File: src/hdl/iast_pkg.sv
// ============================================================================
// iast_pkg - shared types and constants of the source tokenizer
// Request and response payloads, the internal command format that travels
// from the scanner to the emitter, token codes and character classes.
// ============================================================================
package iast_pkg;

   // Request kind codes
   localparam logic KIND_TEXT = 1'b0;
   localparam logic KIND_END  = 1'b1;

   // Token codes
   localparam logic [2:0] TOK_INDENT = 3'd0;
   localparam logic [2:0] TOK_IDENT  = 3'd1;
   localparam logic [2:0] TOK_NUMBER = 3'd2;
   localparam logic [2:0] TOK_SYMBOL = 3'd3;
   localparam logic [2:0] TOK_END    = 3'd4;
   localparam logic [2:0] TOK_ERROR  = 3'd5;

   // Saturation limits
   localparam logic [30:0] NUM_MAX = 31'h7FFF_FFFF;
   localparam logic [15:0] IND_MAX = 16'hFFFF;

   // Characters with a role of their own
   localparam logic [7:0] CH_NL     = 8'd10;
   localparam logic [7:0] CH_TAB    = 8'd9;
   localparam logic [7:0] CH_VT     = 8'd11;
   localparam logic [7:0] CH_FF     = 8'd12;
   localparam logic [7:0] CH_CR     = 8'd13;
   localparam logic [7:0] CH_SPACE  = 8'h20;
   localparam logic [7:0] CH_HASH   = 8'h23;
   localparam logic [7:0] CH_BAR    = 8'h7C;
   localparam logic [7:0] CH_AMP    = 8'h26;
   localparam logic [7:0] CH_EQ     = 8'h3D;
   localparam logic [7:0] CH_BANG   = 8'h21;
   localparam logic [7:0] CH_LT     = 8'h3C;
   localparam logic [7:0] CH_GT     = 8'h3E;
   localparam logic [7:0] CH_LPAREN = 8'h28;
   localparam logic [7:0] CH_RPAREN = 8'h29;
   localparam logic [7:0] CH_SLASH  = 8'h2F;
   localparam logic [7:0] CH_STAR   = 8'h2A;
   localparam logic [7:0] CH_MINUS  = 8'h2D;
   localparam logic [7:0] CH_PLUS   = 8'h2B;
   localparam logic [7:0] CH_CARET  = 8'h5E;
   localparam logic [7:0] CH_COLON  = 8'h3A;
   localparam logic [7:0] CH_COMMA  = 8'h2C;
   localparam logic [7:0] CH_LBRACK = 8'h5B;
   localparam logic [7:0] CH_RBRACK = 8'h5D;

   // Scanner modes
   typedef enum logic [2:0] {
      MODE_LINE_START,
      MODE_IN_LINE,
      MODE_IDENT,
      MODE_NUMBER,
      MODE_SWALLOW,
      MODE_PENDING,
      MODE_COMMENT
   } mode_type;

   // Emitter states
   typedef enum logic [1:0] {
      BK_IDLE,
      BK_READ,
      BK_DATA
   } bk_state_type;

   typedef struct packed {
      logic       kind;
      logic [7:0] ch;
   } req_type;

   typedef struct packed {
      logic [2:0]  tok_type;
      logic [30:0] value;
      logic [7:0]  ch1;
      logic [7:0]  ch2;
      logic        last;
      logic        truncated;
   } rsp_type;

   // Scanner-to-emitter command. A flush command carries the identifier
   // length in value and the overflow flag in trunc.
   typedef struct packed {
      logic        is_flush;
      logic [2:0]  tok_type;
      logic [30:0] value;
      logic [7:0]  ch1;
      logic [7:0]  ch2;
      logic        trunc;
   } cmd_type;

   typedef struct packed {
      logic flush_done;
   } bk_status_type;

   function automatic logic is_letter(input logic [7:0] c);
      return ((c >= 8'h41) && (c <= 8'h5A)) || ((c >= 8'h61) && (c <= 8'h7A));
   endfunction

   function automatic logic is_digit(input logic [7:0] c);
      return (c >= 8'h30) && (c <= 8'h39);
   endfunction

   function automatic logic is_blank(input logic [7:0] c);
      return (c == CH_SPACE) || (c == CH_TAB) || (c == CH_VT) ||
             (c == CH_FF) || (c == CH_CR);
   endfunction

   function automatic logic is_single_sym(input logic [7:0] c);
      return (c == CH_LPAREN) || (c == CH_RPAREN) || (c == CH_SLASH) ||
             (c == CH_STAR) || (c == CH_MINUS) || (c == CH_PLUS) ||
             (c == CH_CARET) || (c == CH_COLON) || (c == CH_COMMA) ||
             (c == CH_LBRACK) || (c == CH_RBRACK);
   endfunction

   function automatic logic is_pair_sym(input logic [7:0] c);
      return (c == CH_BAR) || (c == CH_AMP) || (c == CH_BANG) ||
             (c == CH_LT) || (c == CH_GT) || (c == CH_EQ);
   endfunction

   // Mode entered when a byte is scanned as a fresh token start
   function automatic mode_type start_mode(input logic [7:0] c);
      mode_type m;
      if (c == CH_NL) begin
         m = MODE_LINE_START;
      end else if (c == CH_HASH) begin
         m = MODE_COMMENT;
      end else if (is_letter(c)) begin
         m = MODE_IDENT;
      end else if (is_digit(c)) begin
         m = MODE_NUMBER;
      end else if (is_pair_sym(c)) begin
         m = MODE_PENDING;
      end else begin
         m = MODE_IN_LINE;
      end
      return m;
   endfunction

   function automatic cmd_type mk_tok(input logic [2:0] t, input logic [30:0] v,
                                      input logic [7:0] c1, input logic [7:0] c2);
      cmd_type r;
      r.is_flush = 1'b0;
      r.tok_type = t;
      r.value    = v;
      r.ch1      = c1;
      r.ch2      = c2;
      r.trunc    = 1'b0;
      return r;
   endfunction

   function automatic cmd_type mk_flush(input logic [30:0] len, input logic ovf);
      cmd_type r;
      r.is_flush = 1'b1;
      r.tok_type = TOK_IDENT;
      r.value    = len;
      r.ch1      = 8'd0;
      r.ch2      = 8'd0;
      r.trunc    = ovf;
      return r;
   endfunction

endpackage

File: src/hdl/iast_ram.sv
// ============================================================================
// iast_ram - generic single-write, single-read RAM
// One write port and one read port; read data is registered on read enable.
// ============================================================================
module iast_ram #(
   parameter int  WIDTH = 8,
   parameter int  DEPTH = 32,
   localparam int AW    = (DEPTH > 1) ? $clog2(DEPTH) : 1
) (
   input  logic             clock,
   input  logic             wr_en,
   input  logic [AW-1:0]    wr_addr,
   input  logic [WIDTH-1:0] wr_data,
   input  logic             rd_en,
   input  logic [AW-1:0]    rd_addr,
   output logic [WIDTH-1:0] rd_data
);

   logic [WIDTH-1:0] mem_ff [DEPTH];
   logic [WIDTH-1:0] rd_data_ff;

   // Storage and registered read
   always_ff @(posedge clock) begin
      if (wr_en) begin
         mem_ff[wr_addr] <= wr_data;
      end
      if (rd_en) begin
         rd_data_ff <= mem_ff[rd_addr];
      end
   end

   assign rd_data = rd_data_ff;

endmodule

File: src/hdl/iast_front.sv
// ============================================================================
// iast_front - byte scanner
// Accepts one request, classifies it against the scan mode, updates the line
// state and the identifier buffer, and plans up to three commands that it
// hands to the command queue one per cycle while the queue is not full.
// ============================================================================
module iast_front #(
   parameter int  MAX_IDENT_LEN = 32,
   localparam int AW    = (MAX_IDENT_LEN > 1) ? $clog2(MAX_IDENT_LEN) : 1,
   localparam int LEN_W = $clog2(MAX_IDENT_LEN + 1)
) (
   input  logic                     clock,
   input  logic                     reset,
   input  logic                     req_valid,
   output logic                     req_stall,
   input  iast_pkg::req_type        req_data,
   output logic                     q_push,
   output iast_pkg::cmd_type        q_data,
   input  logic                     q_full,
   input  iast_pkg::bk_status_type  bk_status,
   output logic                     buf_wr_en,
   output logic [AW-1:0]            buf_wr_addr,
   output logic [7:0]               buf_wr_data
);

   iast_pkg::mode_type mode_ff, mode_in;
   logic [15:0]        indent_ff, indent_in;
   logic [30:0]        num_ff, num_in;
   logic [7:0]         pend_ff, pend_in;
   logic [LEN_W-1:0]   len_ff, len_in;
   logic               ovf_ff, ovf_in;
   logic               flush_busy_ff, flush_busy_in;
   iast_pkg::cmd_type  plan_ff [3];
   iast_pkg::cmd_type  plan_in [3];
   logic [1:0]         plan_cnt_ff, plan_cnt_in;

   iast_pkg::cmd_type  cmds [3];
   logic [1:0]         n_cmd;
   logic               has_flush;
   logic               accept;
   logic               inl_go;
   logic [7:0]         c;
   logic               alnum;
   logic [34:0]        num_wide;

   assign c       = req_data.ch;
   assign alnum   = iast_pkg::is_letter(c) || iast_pkg::is_digit(c);
   assign accept  = req_valid && !req_stall;
   assign req_stall = (plan_cnt_ff != 2'd0) || flush_busy_ff;

   // Decimal step: accum * 10 + digit
   assign num_wide = ({4'd0, num_ff} << 3) + ({4'd0, num_ff} << 1) + 35'(c[3:0]);

   // Does the byte get scanned as the start of a new token
   always_comb begin
      inl_go = 1'b0;
      if (req_data.kind == iast_pkg::KIND_TEXT) begin
         unique case (mode_ff)
            iast_pkg::MODE_LINE_START: begin
               inl_go = (c != iast_pkg::CH_NL) && !iast_pkg::is_blank(c) &&
                        (c != iast_pkg::CH_HASH);
            end
            iast_pkg::MODE_IDENT,
            iast_pkg::MODE_SWALLOW: begin
               inl_go = !alnum;
            end
            iast_pkg::MODE_NUMBER: begin
               inl_go = !alnum;
            end
            iast_pkg::MODE_PENDING: begin
               if ((pend_ff == iast_pkg::CH_BAR) || (pend_ff == iast_pkg::CH_AMP)) begin
                  inl_go = (c == iast_pkg::CH_NL) || (c == iast_pkg::CH_HASH);
               end else begin
                  inl_go = (c != iast_pkg::CH_EQ);
               end
            end
            iast_pkg::MODE_COMMENT: begin
               inl_go = 1'b0;
            end
            iast_pkg::MODE_IN_LINE: begin
               inl_go = 1'b1;
            end
            default: begin
               inl_go = 1'b1;
            end
         endcase
      end
   end

   // Scan mode next state
   always_comb begin
      mode_in = mode_ff;
      if (accept) begin
         if (req_data.kind == iast_pkg::KIND_END) begin
            mode_in = iast_pkg::MODE_LINE_START;
         end else if (inl_go) begin
            mode_in = iast_pkg::start_mode(c);
         end else begin
            unique case (mode_ff)
               iast_pkg::MODE_LINE_START: begin
                  if (c == iast_pkg::CH_HASH) begin
                     mode_in = iast_pkg::MODE_COMMENT;
                  end
               end
               iast_pkg::MODE_NUMBER: begin
                  if (iast_pkg::is_letter(c)) begin
                     mode_in = iast_pkg::MODE_SWALLOW;
                  end
               end
               iast_pkg::MODE_PENDING: begin
                  mode_in = iast_pkg::MODE_IN_LINE;
               end
               iast_pkg::MODE_COMMENT: begin
                  if (c == iast_pkg::CH_NL) begin
                     mode_in = iast_pkg::MODE_LINE_START;
                  end
               end
               default: begin
                  mode_in = mode_ff;
               end
            endcase
         end
      end
   end

   // Line state, buffer writes and planned commands
   always_comb begin
      indent_in   = indent_ff;
      num_in      = num_ff;
      pend_in     = pend_ff;
      len_in      = len_ff;
      ovf_in      = ovf_ff;
      buf_wr_en   = 1'b0;
      buf_wr_addr = len_ff[AW-1:0];
      buf_wr_data = c;
      has_flush   = 1'b0;
      n_cmd       = 2'd0;
      for (int i = 0; i < 3; i++) begin
         cmds[i] = '0;
      end

      if (req_data.kind == iast_pkg::KIND_END) begin
         // flush the open token, then indent zero and terminator
         unique case (mode_ff)
            iast_pkg::MODE_IDENT: begin
               cmds[n_cmd] = iast_pkg::mk_flush(31'(len_ff), ovf_ff);
               n_cmd       = n_cmd + 2'd1;
               has_flush   = 1'b1;
            end
            iast_pkg::MODE_NUMBER,
            iast_pkg::MODE_SWALLOW: begin
               cmds[n_cmd] = iast_pkg::mk_tok(iast_pkg::TOK_NUMBER, num_ff, 8'd0, 8'd0);
               n_cmd       = n_cmd + 2'd1;
            end
            iast_pkg::MODE_PENDING: begin
               cmds[n_cmd] = iast_pkg::mk_tok(iast_pkg::TOK_SYMBOL, 31'd0, pend_ff, 8'd0);
               n_cmd       = n_cmd + 2'd1;
            end
            default: begin
               n_cmd = n_cmd;
            end
         endcase
         cmds[n_cmd] = iast_pkg::mk_tok(iast_pkg::TOK_INDENT, 31'd0, 8'd0, 8'd0);
         n_cmd       = n_cmd + 2'd1;
         cmds[n_cmd] = iast_pkg::mk_tok(iast_pkg::TOK_END, 31'd0, 8'd0, 8'd0);
         n_cmd       = n_cmd + 2'd1;
         indent_in   = '0;
         num_in      = '0;
         pend_in     = '0;
         len_in      = '0;
         ovf_in      = 1'b0;
      end else begin
         // continuation of the current mode
         unique case (mode_ff)
            iast_pkg::MODE_LINE_START: begin
               if (c == iast_pkg::CH_NL) begin
                  indent_in = '0;
               end else if (c == iast_pkg::CH_SPACE) begin
                  if (indent_ff != iast_pkg::IND_MAX) begin
                     indent_in = indent_ff + 16'd1;
                  end
               end else if (inl_go) begin
                  cmds[n_cmd] = iast_pkg::mk_tok(iast_pkg::TOK_INDENT, 31'(indent_ff),
                                                 8'd0, 8'd0);
                  n_cmd       = n_cmd + 2'd1;
                  indent_in   = '0;
               end
            end
            iast_pkg::MODE_IDENT: begin
               if (alnum) begin
                  if (len_ff < LEN_W'(MAX_IDENT_LEN)) begin
                     buf_wr_en = 1'b1;
                     len_in    = len_ff + LEN_W'(1);
                  end else begin
                     ovf_in = 1'b1;
                  end
               end else begin
                  cmds[n_cmd] = iast_pkg::mk_flush(31'(len_ff), ovf_ff);
                  n_cmd       = n_cmd + 2'd1;
                  has_flush   = 1'b1;
                  len_in      = '0;
                  ovf_in      = 1'b0;
               end
            end
            iast_pkg::MODE_NUMBER: begin
               if (iast_pkg::is_digit(c)) begin
                  num_in = (num_wide > 35'(iast_pkg::NUM_MAX)) ? iast_pkg::NUM_MAX
                                                                : num_wide[30:0];
               end else if (!iast_pkg::is_letter(c)) begin
                  cmds[n_cmd] = iast_pkg::mk_tok(iast_pkg::TOK_NUMBER, num_ff, 8'd0, 8'd0);
                  n_cmd       = n_cmd + 2'd1;
                  num_in      = '0;
               end
            end
            iast_pkg::MODE_SWALLOW: begin
               if (!alnum) begin
                  cmds[n_cmd] = iast_pkg::mk_tok(iast_pkg::TOK_NUMBER, num_ff, 8'd0, 8'd0);
                  n_cmd       = n_cmd + 2'd1;
                  num_in      = '0;
               end
            end
            iast_pkg::MODE_PENDING: begin
               pend_in = '0;
               if (inl_go) begin
                  cmds[n_cmd] = iast_pkg::mk_tok(iast_pkg::TOK_SYMBOL, 31'd0, pend_ff, 8'd0);
               end else begin
                  cmds[n_cmd] = iast_pkg::mk_tok(iast_pkg::TOK_SYMBOL, 31'd0, pend_ff, c);
               end
               n_cmd = n_cmd + 2'd1;
            end
            iast_pkg::MODE_COMMENT: begin
               if (c == iast_pkg::CH_NL) begin
                  indent_in = '0;
               end
            end
            default: begin
               n_cmd = n_cmd;
            end
         endcase

         // byte scanned as a token start
         if (inl_go) begin
            if (c == iast_pkg::CH_NL) begin
               indent_in = '0;
            end else if ((c == iast_pkg::CH_HASH) || iast_pkg::is_blank(c)) begin
               n_cmd = n_cmd;
            end else if (iast_pkg::is_letter(c)) begin
               buf_wr_en   = 1'b1;
               buf_wr_addr = '0;
               len_in      = LEN_W'(1);
               ovf_in      = 1'b0;
            end else if (iast_pkg::is_digit(c)) begin
               num_in = 31'(c[3:0]);
            end else if (iast_pkg::is_single_sym(c)) begin
               cmds[n_cmd] = iast_pkg::mk_tok(iast_pkg::TOK_SYMBOL, 31'd0, c, 8'd0);
               n_cmd       = n_cmd + 2'd1;
            end else if (iast_pkg::is_pair_sym(c)) begin
               pend_in = c;
            end else begin
               cmds[n_cmd] = iast_pkg::mk_tok(iast_pkg::TOK_ERROR, 31'd0, c, 8'd0);
               n_cmd       = n_cmd + 2'd1;
            end
         end
      end

      if (!accept) begin
         buf_wr_en = 1'b0;
      end
   end

   // Plan holding: load on accept, drain one command per cycle while the queue is not full
   assign q_push = (plan_cnt_ff != 2'd0) && !q_full;
   assign q_data = plan_ff[0];

   always_comb begin
      plan_in     = plan_ff;
      plan_cnt_in = plan_cnt_ff;
      if (accept) begin
         plan_in     = cmds;
         plan_cnt_in = n_cmd;
      end else if (q_push) begin
         plan_in[0]  = plan_ff[1];
         plan_in[1]  = plan_ff[2];
         plan_cnt_in = plan_cnt_ff - 2'd1;
      end
   end

   // Identifier buffer is owned by the emitter while a flush is outstanding
   always_comb begin
      flush_busy_in = flush_busy_ff;
      if (bk_status.flush_done) begin
         flush_busy_in = 1'b0;
      end
      if (accept && has_flush) begin
         flush_busy_in = 1'b1;
      end
   end

   always_ff @(posedge clock) begin
      if (reset) begin
         mode_ff       <= iast_pkg::MODE_LINE_START;
         indent_ff     <= '0;
         num_ff        <= '0;
         pend_ff       <= '0;
         len_ff        <= '0;
         ovf_ff        <= 1'b0;
         flush_busy_ff <= 1'b0;
         plan_cnt_ff   <= '0;
      end else begin
         mode_ff       <= mode_in;
         flush_busy_ff <= flush_busy_in;
         plan_cnt_ff   <= plan_cnt_in;
         if (accept) begin
            indent_ff <= indent_in;
            num_ff    <= num_in;
            pend_ff   <= pend_in;
            len_ff    <= len_in;
            ovf_ff    <= ovf_in;
         end
      end
   end

   always_ff @(posedge clock) begin
      plan_ff <= plan_in;
   end

endmodule

File: src/hdl/iast_queue.sv
// ============================================================================
// iast_queue - two-entry command queue
// Decouples the scanner from the emitter so that either side can stall.
// ============================================================================
module iast_queue (
   input  logic              clock,
   input  logic              reset,
   input  logic              push,
   input  iast_pkg::cmd_type push_data,
   output logic              full,
   input  logic              pop,
   output iast_pkg::cmd_type head,
   output logic              empty
);

   iast_pkg::cmd_type entry_ff [2];
   logic              wr_ptr_ff, wr_ptr_in;
   logic              rd_ptr_ff, rd_ptr_in;
   logic [1:0]        count_ff, count_in;
   logic              do_push;
   logic              do_pop;

   assign full    = (count_ff == 2'd2);
   assign empty   = (count_ff == 2'd0);
   assign head    = entry_ff[rd_ptr_ff];
   assign do_push = push && !full;
   assign do_pop  = pop && !empty;

   // Pointer and occupancy update
   always_comb begin
      wr_ptr_in = do_push ? ~wr_ptr_ff : wr_ptr_ff;
      rd_ptr_in = do_pop ? ~rd_ptr_ff : rd_ptr_ff;
      count_in  = count_ff;
      if (do_push && !do_pop) begin
         count_in = count_ff + 2'd1;
      end else if (do_pop && !do_push) begin
         count_in = count_ff - 2'd1;
      end
   end

   always_ff @(posedge clock) begin
      if (reset) begin
         wr_ptr_ff <= 1'b0;
         rd_ptr_ff <= 1'b0;
         count_ff  <= '0;
      end else begin
         wr_ptr_ff <= wr_ptr_in;
         rd_ptr_ff <= rd_ptr_in;
         count_ff  <= count_in;
      end
   end

   always_ff @(posedge clock) begin
      if (do_push) begin
         entry_ff[wr_ptr_ff] <= push_data;
      end
   end

endmodule

File: src/hdl/iast_back.sv
// ============================================================================
// iast_back - token emitter
// Takes commands from the queue into the response register. A flush command
// walks the identifier buffer and sends one response per character.
// ============================================================================
module iast_back #(
   parameter int  MAX_IDENT_LEN = 32,
   localparam int AW    = (MAX_IDENT_LEN > 1) ? $clog2(MAX_IDENT_LEN) : 1,
   localparam int LEN_W = $clog2(MAX_IDENT_LEN + 1)
) (
   input  logic                    clock,
   input  logic                    reset,
   input  logic                    q_empty,
   input  iast_pkg::cmd_type       q_head,
   output logic                    q_pop,
   output logic                    buf_rd_en,
   output logic [AW-1:0]           buf_rd_addr,
   input  logic [7:0]              buf_rd_data,
   output iast_pkg::bk_status_type bk_status,
   output logic                    rsp_valid,
   input  logic                    rsp_stall,
   output iast_pkg::rsp_type       rsp_data
);

   iast_pkg::bk_state_type state_ff, state_in;
   logic [LEN_W-1:0]       cnt_ff, cnt_in;
   logic [LEN_W-1:0]       len_ff;
   logic                   trunc_ff;
   logic                   rsp_valid_ff, rsp_valid_in;
   iast_pkg::rsp_type      rsp_data_ff, rsp_data_in;

   logic out_free;
   logic is_last;
   logic load_tok;
   logic load_chr;
   logic take_flush;

   assign out_free = !rsp_valid_ff || !rsp_stall;
   assign is_last  = ((cnt_ff + LEN_W'(1)) == len_ff);

   // Next state
   always_comb begin
      state_in = state_ff;
      unique case (state_ff)
         iast_pkg::BK_IDLE: begin
            if (!q_empty && q_head.is_flush) begin
               state_in = iast_pkg::BK_READ;
            end
         end
         iast_pkg::BK_READ: begin
            state_in = iast_pkg::BK_DATA;
         end
         iast_pkg::BK_DATA: begin
            if (out_free) begin
               state_in = is_last ? iast_pkg::BK_IDLE : iast_pkg::BK_READ;
            end
         end
         default: begin
            state_in = iast_pkg::BK_IDLE;
         end
      endcase
   end

   // Control outputs
   always_comb begin
      take_flush  = 1'b0;
      load_tok    = 1'b0;
      load_chr    = 1'b0;
      buf_rd_en   = 1'b0;
      unique case (state_ff)
         iast_pkg::BK_IDLE: begin
            take_flush = !q_empty && q_head.is_flush;
            load_tok   = !q_empty && !q_head.is_flush && out_free;
         end
         iast_pkg::BK_READ: begin
            buf_rd_en = 1'b1;
         end
         iast_pkg::BK_DATA: begin
            load_chr = out_free;
         end
         default: begin
            take_flush = 1'b0;
         end
      endcase
   end

   assign q_pop                = take_flush || load_tok;
   assign buf_rd_addr          = cnt_ff[AW-1:0];
   assign bk_status.flush_done = load_chr && is_last;

   // Character counter
   always_comb begin
      cnt_in = cnt_ff;
      if (take_flush) begin
         cnt_in = '0;
      end else if (load_chr && !is_last) begin
         cnt_in = cnt_ff + LEN_W'(1);
      end
   end

   // Response register
   always_comb begin
      rsp_valid_in = rsp_valid_ff;
      rsp_data_in  = rsp_data_ff;
      if (load_tok) begin
         rsp_valid_in          = 1'b1;
         rsp_data_in.tok_type  = q_head.tok_type;
         rsp_data_in.value     = q_head.value;
         rsp_data_in.ch1       = q_head.ch1;
         rsp_data_in.ch2       = q_head.ch2;
         rsp_data_in.last      = 1'b1;
         rsp_data_in.truncated = 1'b0;
      end else if (load_chr) begin
         rsp_valid_in          = 1'b1;
         rsp_data_in.tok_type  = iast_pkg::TOK_IDENT;
         rsp_data_in.value     = '0;
         rsp_data_in.ch1       = buf_rd_data;
         rsp_data_in.ch2       = '0;
         rsp_data_in.last      = is_last;
         rsp_data_in.truncated = trunc_ff;
      end else if (!rsp_stall) begin
         rsp_valid_in = 1'b0;
      end
   end

   always_ff @(posedge clock) begin
      if (reset) begin
         state_ff     <= iast_pkg::BK_IDLE;
         cnt_ff       <= '0;
         rsp_valid_ff <= 1'b0;
      end else begin
         state_ff     <= state_in;
         cnt_ff       <= cnt_in;
         rsp_valid_ff <= rsp_valid_in;
      end
   end

   always_ff @(posedge clock) begin
      rsp_data_ff <= rsp_data_in;
      if (take_flush) begin
         len_ff   <= q_head.value[LEN_W-1:0];
         trunc_ff <= q_head.trunc;
      end
   end

   assign rsp_valid = rsp_valid_ff;
   assign rsp_data  = rsp_data_ff;

endmodule

File: src/hdl/indent_aware_source_tokenizer_core.sv
// ============================================================================
// indent_aware_source_tokenizer_core - line-oriented source tokenizer
// Scanner, command queue, identifier buffer and token emitter.
// ============================================================================
// Source bytes come in as requests (kind 0 with the byte, kind 1 for end of
// input) and tokens leave as responses: an indent token per line that is
// neither blank nor comment-only, identifiers one character per response,
// saturating decimal numbers, one/two-character symbols, error tokens for
// stray bytes, and on end of input an indent-zero and an end token. A request
// that yields commands holds off the next one while the scanner hands them to
// the queue, one per cycle while the queue is not full. A finished identifier
// is read from the buffer RAM character by character, each read registered
// before it is sent, and the next request is held off until that read-out ends,
// because the buffer has a single write and a single read port.
// ============================================================================
module indent_aware_source_tokenizer_core #(
   parameter int MAX_IDENT_LEN = 32
) (
   input  logic              clock,
   input  logic              reset,
   input  logic              req_valid,
   output logic              req_stall,
   input  iast_pkg::req_type req_data,
   output logic              rsp_valid,
   input  logic              rsp_stall,
   output iast_pkg::rsp_type rsp_data
);

   localparam int AW = (MAX_IDENT_LEN > 1) ? $clog2(MAX_IDENT_LEN) : 1;

   logic                    q_push;
   iast_pkg::cmd_type       q_push_data;
   logic                    q_full;
   logic                    q_pop;
   iast_pkg::cmd_type       q_head;
   logic                    q_empty;
   iast_pkg::bk_status_type bk_status;
   logic                    buf_wr_en;
   logic [AW-1:0]           buf_wr_addr;
   logic [7:0]              buf_wr_data;
   logic                    buf_rd_en;
   logic [AW-1:0]           buf_rd_addr;
   logic [7:0]              buf_rd_data;

   // Scanner
   iast_front #(
      .MAX_IDENT_LEN (MAX_IDENT_LEN)
   ) u_front (
      .clock       (clock),
      .reset       (reset),
      .req_valid   (req_valid),
      .req_stall   (req_stall),
      .req_data    (req_data),
      .q_push      (q_push),
      .q_data      (q_push_data),
      .q_full      (q_full),
      .bk_status   (bk_status),
      .buf_wr_en   (buf_wr_en),
      .buf_wr_addr (buf_wr_addr),
      .buf_wr_data (buf_wr_data)
   );

   // Command queue
   iast_queue u_queue (
      .clock     (clock),
      .reset     (reset),
      .push      (q_push),
      .push_data (q_push_data),
      .full      (q_full),
      .pop       (q_pop),
      .head      (q_head),
      .empty     (q_empty)
   );

   // Identifier buffer
   iast_ram #(
      .WIDTH (8),
      .DEPTH (MAX_IDENT_LEN)
   ) u_ident_buf (
      .clock   (clock),
      .wr_en   (buf_wr_en),
      .wr_addr (buf_wr_addr),
      .wr_data (buf_wr_data),
      .rd_en   (buf_rd_en),
      .rd_addr (buf_rd_addr),
      .rd_data (buf_rd_data)
   );

   // Emitter
   iast_back #(
      .MAX_IDENT_LEN (MAX_IDENT_LEN)
   ) u_back (
      .clock       (clock),
      .reset       (reset),
      .q_empty     (q_empty),
      .q_head      (q_head),
      .q_pop       (q_pop),
      .buf_rd_en   (buf_rd_en),
      .buf_rd_addr (buf_rd_addr),
      .buf_rd_data (buf_rd_data),
      .bk_status   (bk_status),
      .rsp_valid   (rsp_valid),
      .rsp_stall   (rsp_stall),
      .rsp_data    (rsp_data)
   );

endmodule
File: config.mk
export PLATFORM = sky130hd
export DESIGN_NAME = indent_aware_source_tokenizer_core
export DESIGN_NICKNAME = d
export VERILOG_FILES = /design/src/hdl/iast_pkg.sv /design/src/hdl/iast_ram.sv /design/src/hdl/iast_front.sv /design/src/hdl/iast_queue.sv /design/src/hdl/iast_back.sv /design/src/hdl/indent_aware_source_tokenizer_core.sv
export SDC_FILE = /design/constraint.sdc
export NUM_CORES = 1
export LEC_CHECK = 0
export BUFFER_PORTS_ARGS = -buffer_cell sky130_fd_sc_hd__buf_2
export CAP_MARGIN = 0
export CORE_MARGIN = 2
export CORE_UTILIZATION = 40
export DETAILED_ROUTE_END_ITERATION = 16
export PLACE_DENSITY_LB_ADDON = 0.25
export SYNTH_ARGS = -nofsm -noshare
export SYNTH_HDL_FRONTEND = slang
export SYNTH_SLANG_ARGS = --single-unit
File: constraint.sdc
create_clock -name clock -period 4.2 [get_ports clock]
set_clock_uncertainty 0.05 [all_clocks]
set_input_delay 0.21 -clock clock [delete_from_list [all_inputs] [get_ports clock]]
set_output_delay 0.21 -clock clock [all_outputs]
set_load 0.05 [all_outputs]
== Word level (Yosys, flattened, before mapping) ==
Memory sizes are Yosys's and may differ from the RTL's. A register that Yosys moved wholly into a read port is not among the register bits.
Cells that the tools add are included.
Widths: inputs -> output; s select.
Operators by class
  $add $sub $neg: 11
  $mul: 0
  div/mod/pow operators: 0
  $lt $le $gt $ge: 14
  equal/unequal tests: 45
  shifts and indexed selects: 0
  mux-type cells: 150
  bitwise gates (word level): 10
  reduce and logical (&&, ||, !) cells: 74
Operators with widths (count)
  $mux 156: 8
  $mux 52: 11
  $bwmux 156: 2
  $demux 52 s2: 3
  $mux 31: 10
  $pmux 52 s5: 1
  $mux 104: 2
  $and 156x156->156: 1
  $not 156->156: 1
  $pmux 52 s3: 1
  $and 153x153->153: 1
  $not 153->153: 1
  $eq 8x6->1 const B: 16
  $mux 16: 8
  $mux 50: 2
  $mux 8: 9
  $pmux 31 s2: 1
  $mux 6: 8
  $mux 1: 43
  $eq 8x4->1 const B: 5
  $eq 8x7->1 const B: 5
  $mux 2: 19
  $add 34x32->35: 1
  $add 35x4->35: 1
  47 further kinds: 144
Word-level totals
  register bits after elaboration: 296
  bits in latches: 0
  memory bits (writable): 360
  memory bits (read-only): 0
  input bits: 13
  logic and storage cells: 346
  memories kept: 2
Memory list
  u_ident_buf.mem_ff: depth 32, bits a word 8, rd ports 1, clocked after memory_dff 1, wr ports 1, line iast_ram.sv:19  | logic [WIDTH-1:0] mem_ff [DEPTH];
  u_queue.entry_ff: depth 2, bits a word 52, rd ports 1, clocked after memory_dff 1, wr ports 1, line iast_queue.sv:16  | iast_pkg::cmd_type entry_ff [2];

== Depth between registers and ports, before layout ==
Gate-level depths: netlist of run 1.
  depth after elaboration: 30
  mapped depth: 16
  mapped depth without buffers: 13

== Cells and area by module ==
From an unflattened synthesis of run 1, not the netlist that was laid out.
Unflattened totals
  cell total of the unflattened synthesis: 1909
  area total of the unflattened synthesis: 26231.4 µm²
Modules (own cells, without submodules)
  iast_ram: times used 1, cells each 417, area each 10133.5 µm², seq. area each 7927.6 µm²
  iast_front: times used 1, cells each 1111, area each 9400.3 µm², seq. area each 3283.1 µm²
  iast_queue: times used 1, cells each 187, area each 3956.3 µm², seq. area each 3223.1 µm²
  iast_back: times used 1, cells each 194, area each 2741.4 µm², seq. area each 1931.9 µm²

== Worst setup path after synthesis of run 1 ==
No wires, ideal clock.
  path kind: register to register
  start point: register u_front.plan_cnt_ff[0]
  end point: memory u_queue.entry_ff[0][0] (netlist bit) (enable)
  arrival time: 3.338 ns
  data required time: 3.682 ns
  path slack: 0.344 ns
  stages on the path, launching flop included: 5
  buffers on the path: 0
  cells stage by stage: dfxtp_1 -> inv_1 -> ha_1 -> a21oi_1 -> nor2b_1
On the way
  cells in the longest elaborated chain, start to end: 5
Ends and longest elaborated chain
  start, declared: line iast_front.sv:35  | logic [1:0] plan_cnt_ff, plan_cnt_in;
  start signal, assigned: line iast_front.sv:312  | plan_cnt_ff <= plan_cnt_in;
  $reduce_bool 2->1: line iast_front.sv:272  | assign q_push = (plan_cnt_ff != 2'd0) && !q_full;
  $logic_and 1x1->1: line iast_front.sv:272
  $logic_and 1x1->1: line iast_queue.sv:26  | assign do_push = push && !full;
  named net u_queue.do_push: line iast_queue.sv:20  | logic do_push;
  $mux 1: line iast_queue.sv:54  | if (do_push) begin
  $mux 1 (implied by the code): line iast_queue.sv:55  | entry_ff[wr_ptr_ff] <= push_data;
  end, declared: line iast_queue.sv:16
The timed path passes the listed nets, and every way through them passes these cells.

== Final worst setup path of run 1 ==
  start point: register u_front.num_ff[2]
  end point: register u_front.num_ff[8]
On the way
  cells in the longest elaborated chain, start to end: 12
Ends and longest elaborated chain
  start, declared: line iast_front.sv:28  | logic [30:0] num_ff, num_in;
  start signal, assigned: line iast_front.sv:315  | num_ff <= num_in;
  $add 34x32->35 (*): line iast_front.sv:52  | assign num_wide = ({4'd0, num_ff} << 3) + ({4'd0, num_ff} << 1) + 35'(c[3:0]);
  $add 35x4->35 (*): line iast_front.sv:52
  $gt 35x31->1: line iast_front.sv:207  | num_in = (num_wide > 35'(iast_pkg::NUM_MAX)) ? iast_pkg::NUM_MAX
  $mux 31 (*): line iast_front.sv:207
  $mux 31 (*): line iast_front.sv:206  | if (iast_pkg::is_digit(c)) begin
  $pmux 31 s2 (*): line iast_front.sv:174  | unique case (mode_ff)
  $mux 31: line iast_front.sv:252  | end else if (iast_pkg::is_digit(c)) begin
  $mux 31: line iast_front.sv:247  | end else if (iast_pkg::is_letter(c)) begin
  $mux 31: line iast_front.sv:245  | end else if ((c == iast_pkg::CH_HASH) || iast_pkg::is_blank(c)) begin
  $mux 31: line iast_front.sv:243  | if (c == iast_pkg::CH_NL) begin
  $mux 31 (*): line iast_front.sv:242  | if (inl_go) begin
  $mux 31 (*): line iast_front.sv:142  | if (req_data.kind == iast_pkg::KIND_END) begin
Every way passes the cells marked *; elsewhere a longest branch is shown, timed or not.
A chain may end at the register's enable or synchronous reset.

==> flow_metrics.py, run 1 <==
metrics = {
    "outcome": {
        "status": "completed",
    },
    "synth": {
        "synth_seq_cells": 573,
        "post-synth-top-count-cell": "sky130_fd_sc_hd__edfxtp_1",
        "syn_nets": 2004,
        "synth_top_flop_cell": "sky130_fd_sc_hd__edfxtp_1",
        "synth.largest_area_cell": "sky130_fd_sc_hd__edfxtp_1",
        "yosysUniqueCellTypes": 93,
        "synth.yosys.seq_area_share_pct": 62.63,
        "synth_cells": 1921,
        "synth-warning-count": 0,
        "ys_async_sr_fraction_pct": 0,
        "ys_top_cells_by_count": "sky130_fd_sc_hd__edfxtp_1, sky130_fd_sc_hd__nor2_1, sky130_fd_sc_hd__nand2_1, sky130_fd_sc_hd__a21oi_1, sky130_fd_sc_hd__dfxtp_1",
        "post_synth_main_area_contributors": "sky130_fd_sc_hd__edfxtp_1, sky130_fd_sc_hd__mux4_2, sky130_fd_sc_hd__dfxtp_1, sky130_fd_sc_hd__ha_1, sky130_fd_sc_hd__nor2_1",
        "syn-mean-instance-area_um2": 13.60,
        "synth_enable_flop_cells": 489,
        "synthesized_area_mm2": 0.02613,
        "synth.top_cell.area_share_pct": 56.20,
    },
    "worst_setup_path": {
        "worstSetupEndpointType": "flop",
        "slowest_delay_ns": 0.59,
        "crit_path_top_delay_cell": "sky130_fd_sc_hd__or4_4",
        "worst_path_dominant_cell_family": "compound AO/OA/AOI/OAI gates",
        "critical_path_at_ns": 4.38,
        "setup.worst_path.class": "reg2reg",
        "cp.buffers_inverters": 2,
        "cpMostUsedCell": "sky130_fd_sc_hd__fa_1",
        "crit_fanout": 13,
        "worstPathCellList": "inv_1, fa_1, fa_1, nor2b_1, o211ai_1, a31oi_2, a31oi_1, o31ai_2, xnor2_1, or4_4, buf_4, a211oi_1, nor3_1",
        "setup.worst_path.start_class": "flop",
        "worstPathRequired_ns": 4.61,
    },
    "final_layout": {
        "areaGrowthSynthToFinish_pct": 14.53,
        "fraction_of_layout_cells_with_a_size_suffix_above_1_pct": 19.25,
        "num-nets-final": 2122,
    },
    "job": {
        "max_cap_viol_count": 0,
    },
    "clock_network": {
        "worst_skew_pair.late_latency_ns": 0.63,
        "tritoncts.num_buffers": 57,
        "cts_max_level": 2,
        "cts_tree": "done",
        "max-clock-path-buffers": 3,
        "cts_root_buffer": "sky130_fd_sc_hd__clkbuf_16",
        "cts_num_sinks": 573,
        "postCtsSetupBuffers": 0,
        "clkSlewWorstSetupHoldPaths_ns": 0.07,
    },
    "timing": {
        "setup_viol_count_final": 0,
        "setup-tns-final_ns": 0,
        "relSlewSlack_pct": 12.42,
        "hold_violations": 0,
        "fin_crit_ns": 3.973,
        "rsz0062_at_grt": "false",
        "worst_slew_pin_slew_ns": 1.309,
        "fmaxAchievable_mhz": 251.7,
        "timing.final.max_slew_violations": 0,
        "layout_worst_path_cycle_share_pct": 94.59,
        "postLayoutSetupSlackWorst_ns": 0.2273,
    },
    "global_routing": {
        "grt_usage_pct": 19.01,
        "vias_in_the_first_global_route": 16336,
        "global_route_wire_length_before_repair_um": 98900,
        "antenna_found_initial": 1,
        "largest_net_degree_at_the_start_of_global_routing": 57,
        "grt_overflow": 0,
    },
    "floorplanning": {
        "die-width_um": 259.6,
        "std_cell_rows": 93,
        "core_area_mm2": 0.06446,
        "io_pins": 67,
        "die_height_um": 259.6,
        "initial_utilization_pct": 40.53,
        "dieArea_mm2": 0.06738,
    },
    "route": {
        "drt_first_iter_violations": 1657,
        "drt_pre_antenna_iters": 5,
        "routed_wirelength_um": 63910,
        "num_vias": 16591,
        "detail-route-antenna-nets": 0,
        "avgViaCountPerCell": 5.634,
        "post-route-drc-count": 0,
        "drt-wirelength-per-cell_um": 21.70,
    },
    "power_and_ir_drop": {
        "ir_drop_v": 0.0003780,
        "p_leak_nw": 10.33,
        "power.density_cell_area_mw_per_mm2": 569.3,
    },
    "place": {
        "place_ws_ns": 0.08512,
        "dp_hpwl_um": 44430,
        "gp_congestion": 0.9066,
        "numPortBuffers": 66,
    },
    "worst_hold_path": {
        "timing.hold.worst.class": "in2reg",
    },
}
[path summary, 6_finish.rpt]
| kind | start | endpoint | slack (ns) | cells past startpoint |
|---|---|---|---|---|
| worst max register to register | u_front.num_ff[2] | u_front.num_ff[8] | 0.23 | 13 |
| worst min register to register | u_front.q_data[29] | u_queue.entry_ff[1][29] | 0.38 | 0 |
| worst min-delay path | reset | u_front.pend_ff[6] | 0.05 | 2 |
| worst max-delay path | u_front.num_ff[2] | u_front.num_ff[8] | 0.23 | 13 |
[metal layers]
layer / share of wire [%] / global-route usage [%] / vias up
met3: 5.0 / 2.729 / 95
met5: 0 / 0 / -
met4: 1.8 / 4.390 / 0
met1: 46 / 27.15 / 8345
li1: - / - / 7705
met2: 48 / 30.79 / 446
[through the flow]
stage	area (µm²)	instances	utilization (%)	power, mW	hold WS (ns)
global route	29920	2944	46.42	17.79	0.04706
floorplan	26130	1921	-	10.75	0.2589
detailed placement	27920	2833	43.31	11.91	0.3790
finish	29930	2945	46.42	17.04	0.04999
CTS	29910	2943	46.40	17.22	0.02263
global placement	27920	2833	43.31	11.81	0.3740
[layout by cell type, fill, tap and decap left out, types with 11 or more instances in the layout]
master / n
sky130_fd_sc_hd__edfxtp_1: 489
sky130_fd_sc_hd__nor2_1: 198
sky130_fd_sc_hd__nand2_1: 127
sky130_fd_sc_hd__a21oi_1: 92
sky130_fd_sc_hd__buf_4: 91
sky130_fd_sc_hd__dfxtp_1: 81
sky130_fd_sc_hd__mux4_2: 80
sky130_fd_sc_hd__ha_1: 68
sky130_fd_sc_hd__buf_2: 66
sky130_fd_sc_hd__o21ai_0: 64
sky130_fd_sc_hd__clkbuf_16: 57
sky130_fd_sc_hd__mux2i_1: 48
sky130_fd_sc_hd__nor3_1: 46
sky130_fd_sc_hd__inv_1: 31
sky130_fd_sc_hd__nand3_1: 31
sky130_fd_sc_hd__a21o_1: 30
sky130_fd_sc_hd__a211oi_1: 28
sky130_fd_sc_hd__xnor2_1: 26
sky130_fd_sc_hd__and3_1: 23
sky130_fd_sc_hd__and2_1: 22
sky130_fd_sc_hd__a22oi_1: 21
sky130_fd_sc_hd__a32oi_1: 19
sky130_fd_sc_hd__nor2b_1: 18
sky130_fd_sc_hd__mux2_2: 18
sky130_fd_sc_hd__a31oi_1: 18
sky130_fd_sc_hd__xor2_1: 15
sky130_fd_sc_hd__o211ai_1: 14
sky130_fd_sc_hd__nand2b_1: 13
sky130_fd_sc_hd__nand4_1: 13
sky130_fd_sc_hd__o21ai_1: 12
sky130_fd_sc_hd__clkbuf_1: 12
sky130_fd_sc_hd__nor4_1: 11
sky130_fd_sc_hd__or3_1: 11
[cell type report]
| type | count | area, µm² |
|---|---|---|
| multi-input cells | 1210 | 9244 |
| repair buffers | 164 | 1134 |
| clock inverters | 38 | 488.0 |
| well taps | 855 | 1070 |
| inverters | 33 | 128.9 |
| clock buffers | 70 | 1485 |
| flip-flops and latches | 573 | 16370 |
| diodes | 2 | 5.005 |
| fillers | 5692 | 34540 |
[state kept, by name, summed over array words and instances (netlist names), 6 cells and up, named ones only]
name,cells
u_ident_buf.mem_ff,256
u_queue.entry_ff,104
u_back.rsp_data,52
u_front.q_data,52
u_front.num_ff,31
u_front.indent_ff,16
u_front.plan_ff,12
u_front.pend_ff,8
u_ident_buf.rd_data,8
u_back.cnt_ff,6
u_back.len_ff,6
u_front.len_ff,6
[cell families (layout without fill, tap and decap cells)]
family,Yosys count,after routing,synth area share (%)
and+or+nand+nor,563,563,10.43
muxes,146,146,9.510
buffers and inverters,138,305,2.117
xor gates and xnor gates,41,41,1.374
other,0,2,0
AOI/OAI and AO/OA,390,390,10.52
adders and majority gates,70,70,3.409
DFF,573,573,62.63
[report_power, final]
part           switching [mW]  total [mW]  internal (mW)
sequential              0.366        8.09           7.73
combinational            2.66        3.64          0.980
clock                    2.21        5.31           3.10
total                    5.23        17.0           11.8
[timing repair]
action,CTS,global route
hold buffers,2,0
hold endpoints to repair,19,0
setup endpoints to repair,0,19
gates resized for setup,0,5
(Power assumes the default switching activity.)
==> inputs of run 2 (changes only) <==
--- a/config.mk
+++ b/config.mk
@@ -10,6 +10,7 @@
 export CORE_MARGIN = 2
 export CORE_UTILIZATION = 40
 export DETAILED_ROUTE_END_ITERATION = 16
+export GPL_TIMING_DRIVEN = 0
 export PLACE_DENSITY_LB_ADDON = 0.25
 export SYNTH_ARGS = -nofsm -noshare
 export SYNTH_HDL_FRONTEND = slang
==> run 2 against run 1 <==
Against the previous run: critical endpoint is now u_front.num_ff[16]; flip-flop and latch count stayed put; via count up 1.3%; total power is 1.1% lower; sequential power barely moved; first-iteration DRC count decreased by 2.5%; sequential share of layout area rose by 0.32 points; setup slack got worse by 0.11 ns.
==> flow_metrics.py, run 2 (synthesized netlist as in run 1, its figures left out) <==
metrics = {
    "route": {
        "drt_first_iter_violations": 1616,
        "num_vias": 16811,
        "post-route-drc-count": 0,
        "detail-route-antenna-nets": 0,
        "avgViaCountPerCell": 5.683,
        "routed_wirelength_um": 67880,
        "drt-wirelength-per-cell_um": 22.95,
        "drt_pre_antenna_iters": 5,
    },
    "floorplanning": {
        "die_height_um": 259.6,
        "io_pins": 67,
        "dieArea_mm2": 0.06738,
        "std_cell_rows": 93,
        "initial_utilization_pct": 40.53,
        "core_area_mm2": 0.06446,
        "die-width_um": 259.6,
    },
    "clock_network": {
        "cts_tree": "done",
        "cts_max_level": 2,
        "clkSlewWorstSetupHoldPaths_ns": 0.06,
        "cts_root_buffer": "sky130_fd_sc_hd__clkbuf_16",
        "max-clock-path-buffers": 3,
        "cts_num_sinks": 573,
        "tritoncts.num_buffers": 57,
        "worst_skew_pair.late_latency_ns": 0.65,
    },
    "final_layout": {
        "num-nets-final": 2141,
        "layout.cells.most_common_list": "sky130_fd_sc_hd__edfxtp_1, sky130_fd_sc_hd__nor2_1, sky130_fd_sc_hd__nand2_1, sky130_fd_sc_hd__a21oi_1, sky130_fd_sc_hd__clkbuf_1",
        "layout_commonest_cell": "sky130_fd_sc_hd__edfxtp_1",
        "number_of_flip_flops_in_the_largest_register": 256,
        "fraction_of_layout_cells_with_a_size_suffix_above_1_pct": 16.60,
        "final_design_area_no_fill_mm2": 0.02975,
        "largestRegisters": "u_ident_buf.mem_ff: 256 flops, u_queue.entry_ff: 104 flops",
        "registers.top_by_ff_count": "u_ident_buf.mem_ff",
        "nFillCells": 5749,
        "final-instance-count-excl-fill": 2958,
        "areaGrowthSynthToFinish_pct": 13.86,
    },
    "place": {
        "dp_hpwl_um": 47190,
        "postPlaceCellArea_mm2": 0.02762,
        "gp_congestion": 0.9085,
        "numPortBuffers": 66,
        "placedCellCount": 2846,
    },
    "job": {
        "max_cap_viol_count": 0,
    },
    "global_routing": {
        "grt_overflow": 0,
        "grt_usage_pct": 20.19,
        "antenna_found_initial": 1,
        "global_route_wire_length_before_repair_um": 103500,
        "vias_in_the_first_global_route": 16769,
        "largest_net_degree_at_the_start_of_global_routing": 64,
    },
    "power_and_ir_drop": {
        "power.density_cell_area_mw_per_mm2": 566.3,
        "ir_drop_v": 0.0003637,
        "p_leak_nw": 10.04,
    },
    "worst_setup_path": {
        "slowest_delay_ns": 0.52,
        "cpMostUsedCell": "sky130_fd_sc_hd__fa_2",
        "crit_path_top_delay_cell": "sky130_fd_sc_hd__or4_1",
        "cp.buffers_inverters": 3,
        "setup.worst_path.start_class": "flop",
        "setup.worst_path.class": "reg2reg",
        "worst_path_dominant_cell_family": "compound AO/OA/AOI/OAI gates",
        "worstPathRequired_ns": 4.60,
        "worstPathCellList": "inv_1, fa_2, fa_2, nor2b_2, o211ai_1, a31oi_2, a31oi_4, o31ai_4, xnor2_4, or4_1, clkbuf_4, buf_4, a211oi_2, nor3_1",
        "worstSetupEndpointType": "flop",
        "critical_path_at_ns": 4.49,
        "crit_fanout": 10,
    },
    "timing": {
        "setup-tns-final_ns": 0,
        "fin_crit_ns": 4.086,
        "layout_worst_path_cycle_share_pct": 97.28,
        "rsz0062_at_grt": "true",
        "hold_violations": 0,
        "timing.final.max_slew_violations": 0,
        "worst_slew_pin_slew_ns": 1.087,
        "fmaxAchievable_mhz": 244.8,
        "relSlewSlack_pct": 27.50,
        "setup_viol_count_final": 0,
    },
    "worst_hold_path": {
        "timing.hold.worst.class": "in2reg",
    },
    "outcome": {
        "status": "completed",
    },
}
run 2: cell types whose count changed in the layout (fill, tap and decap cells not counted), sizes merged:
cell	delta
clkbuf	+78
buf	-54
bufinv	-6
clkinv	-2
clkinvlp	-2
dlygate4sd3	+2
inv	-2
diode	-1
run 2: worst min-delay path, cell delays in order:
cell and delay (ns):
sky130_fd_sc_hd__buf_6 0.17, sky130_fd_sc_hd__a221oi_2 0.08, sky130_fd_sc_hd__nor2_1 0.10
run 2: final timing paths:
check             slack (ns)          startpoint  cells after the start                 endpoint
setup / recovery        0.11   u_front.num_ff[0]                     14       u_front.num_ff[16]
hold / removal          0.03         req_data[3]                      3       u_front.q_data[12]
setup reg to reg        0.11   u_front.num_ff[0]                     14       u_front.num_ff[16]
hold reg to reg         0.38  u_front.q_data[30]                      0  u_queue.entry_ff[1][30]
run 2: repair_timing:
| action | CTS | global route |
|---|---|---|
| buffers inserted | 2 | 2 |
| pin swaps | 2 | 6 |
| endpoints found under the setup margin | 31 | 51 |
| hold buffers | 5 | 0 |
| resized for setup | 13 | 35 |
| hold endpoints to repair | 34 | 0 |
run 2: area by class of cell:
cell class	instances	area (µm²)	area share [%]
antenna	1	2.502	0.008411
inverter	33	128.9	0.4332
sequential	573	16370	55.03
clock buffer	77	1562	5.249
buffer	104	426.7	1.434
multi-input combinational	1210	9388	31.55
tap	855	1070	3.596
clock inverter	26	295.3	0.9925
timing repair buffer	79	506.7	1.703
run 2: where the power goes:
group / internal, mW / switching [mW]
combinational: 0.974 / 2.78
clock: 2.81 / 2.19
sequential: 7.73 / 0.356
run 2: metrics by stage:
| step | hold WS, ns | setup WS [ns] | utilization [%] | power, mW |
|---|---|---|---|---|
| 5_1_grt | 0.03008 | -0.01426 | 46.15 | 17.56 |
| 4_1_cts | 0.01158 | 0.04330 | 45.90 | 17.00 |
| 3_5_place_dp | 0.3804 | -1.253 | 42.84 | 11.99 |
| 6_report | 0.03160 | 0.1142 | 46.15 | 16.85 |
| 3_3_place_gp | 0.3726 | -1.291 | 42.70 | 11.84 |
| 2_1_floorplan | 0.2589 | 0.3444 | - | 10.75 |
run 2: per-layer routing:
| layer | up-vias | share of wire, % | global-route usage (%) |
|---|---|---|---|
| met5 | - | 0 | 0 |
| met4 | 0 | 1.9 | 4.885 |
| met3 | 93 | 6.0 | 3.382 |
| met2 | 531 | 47 | 32.33 |
| met1 | 8439 | 45 | 28.75 |
| li1 | 7748 | - | - |
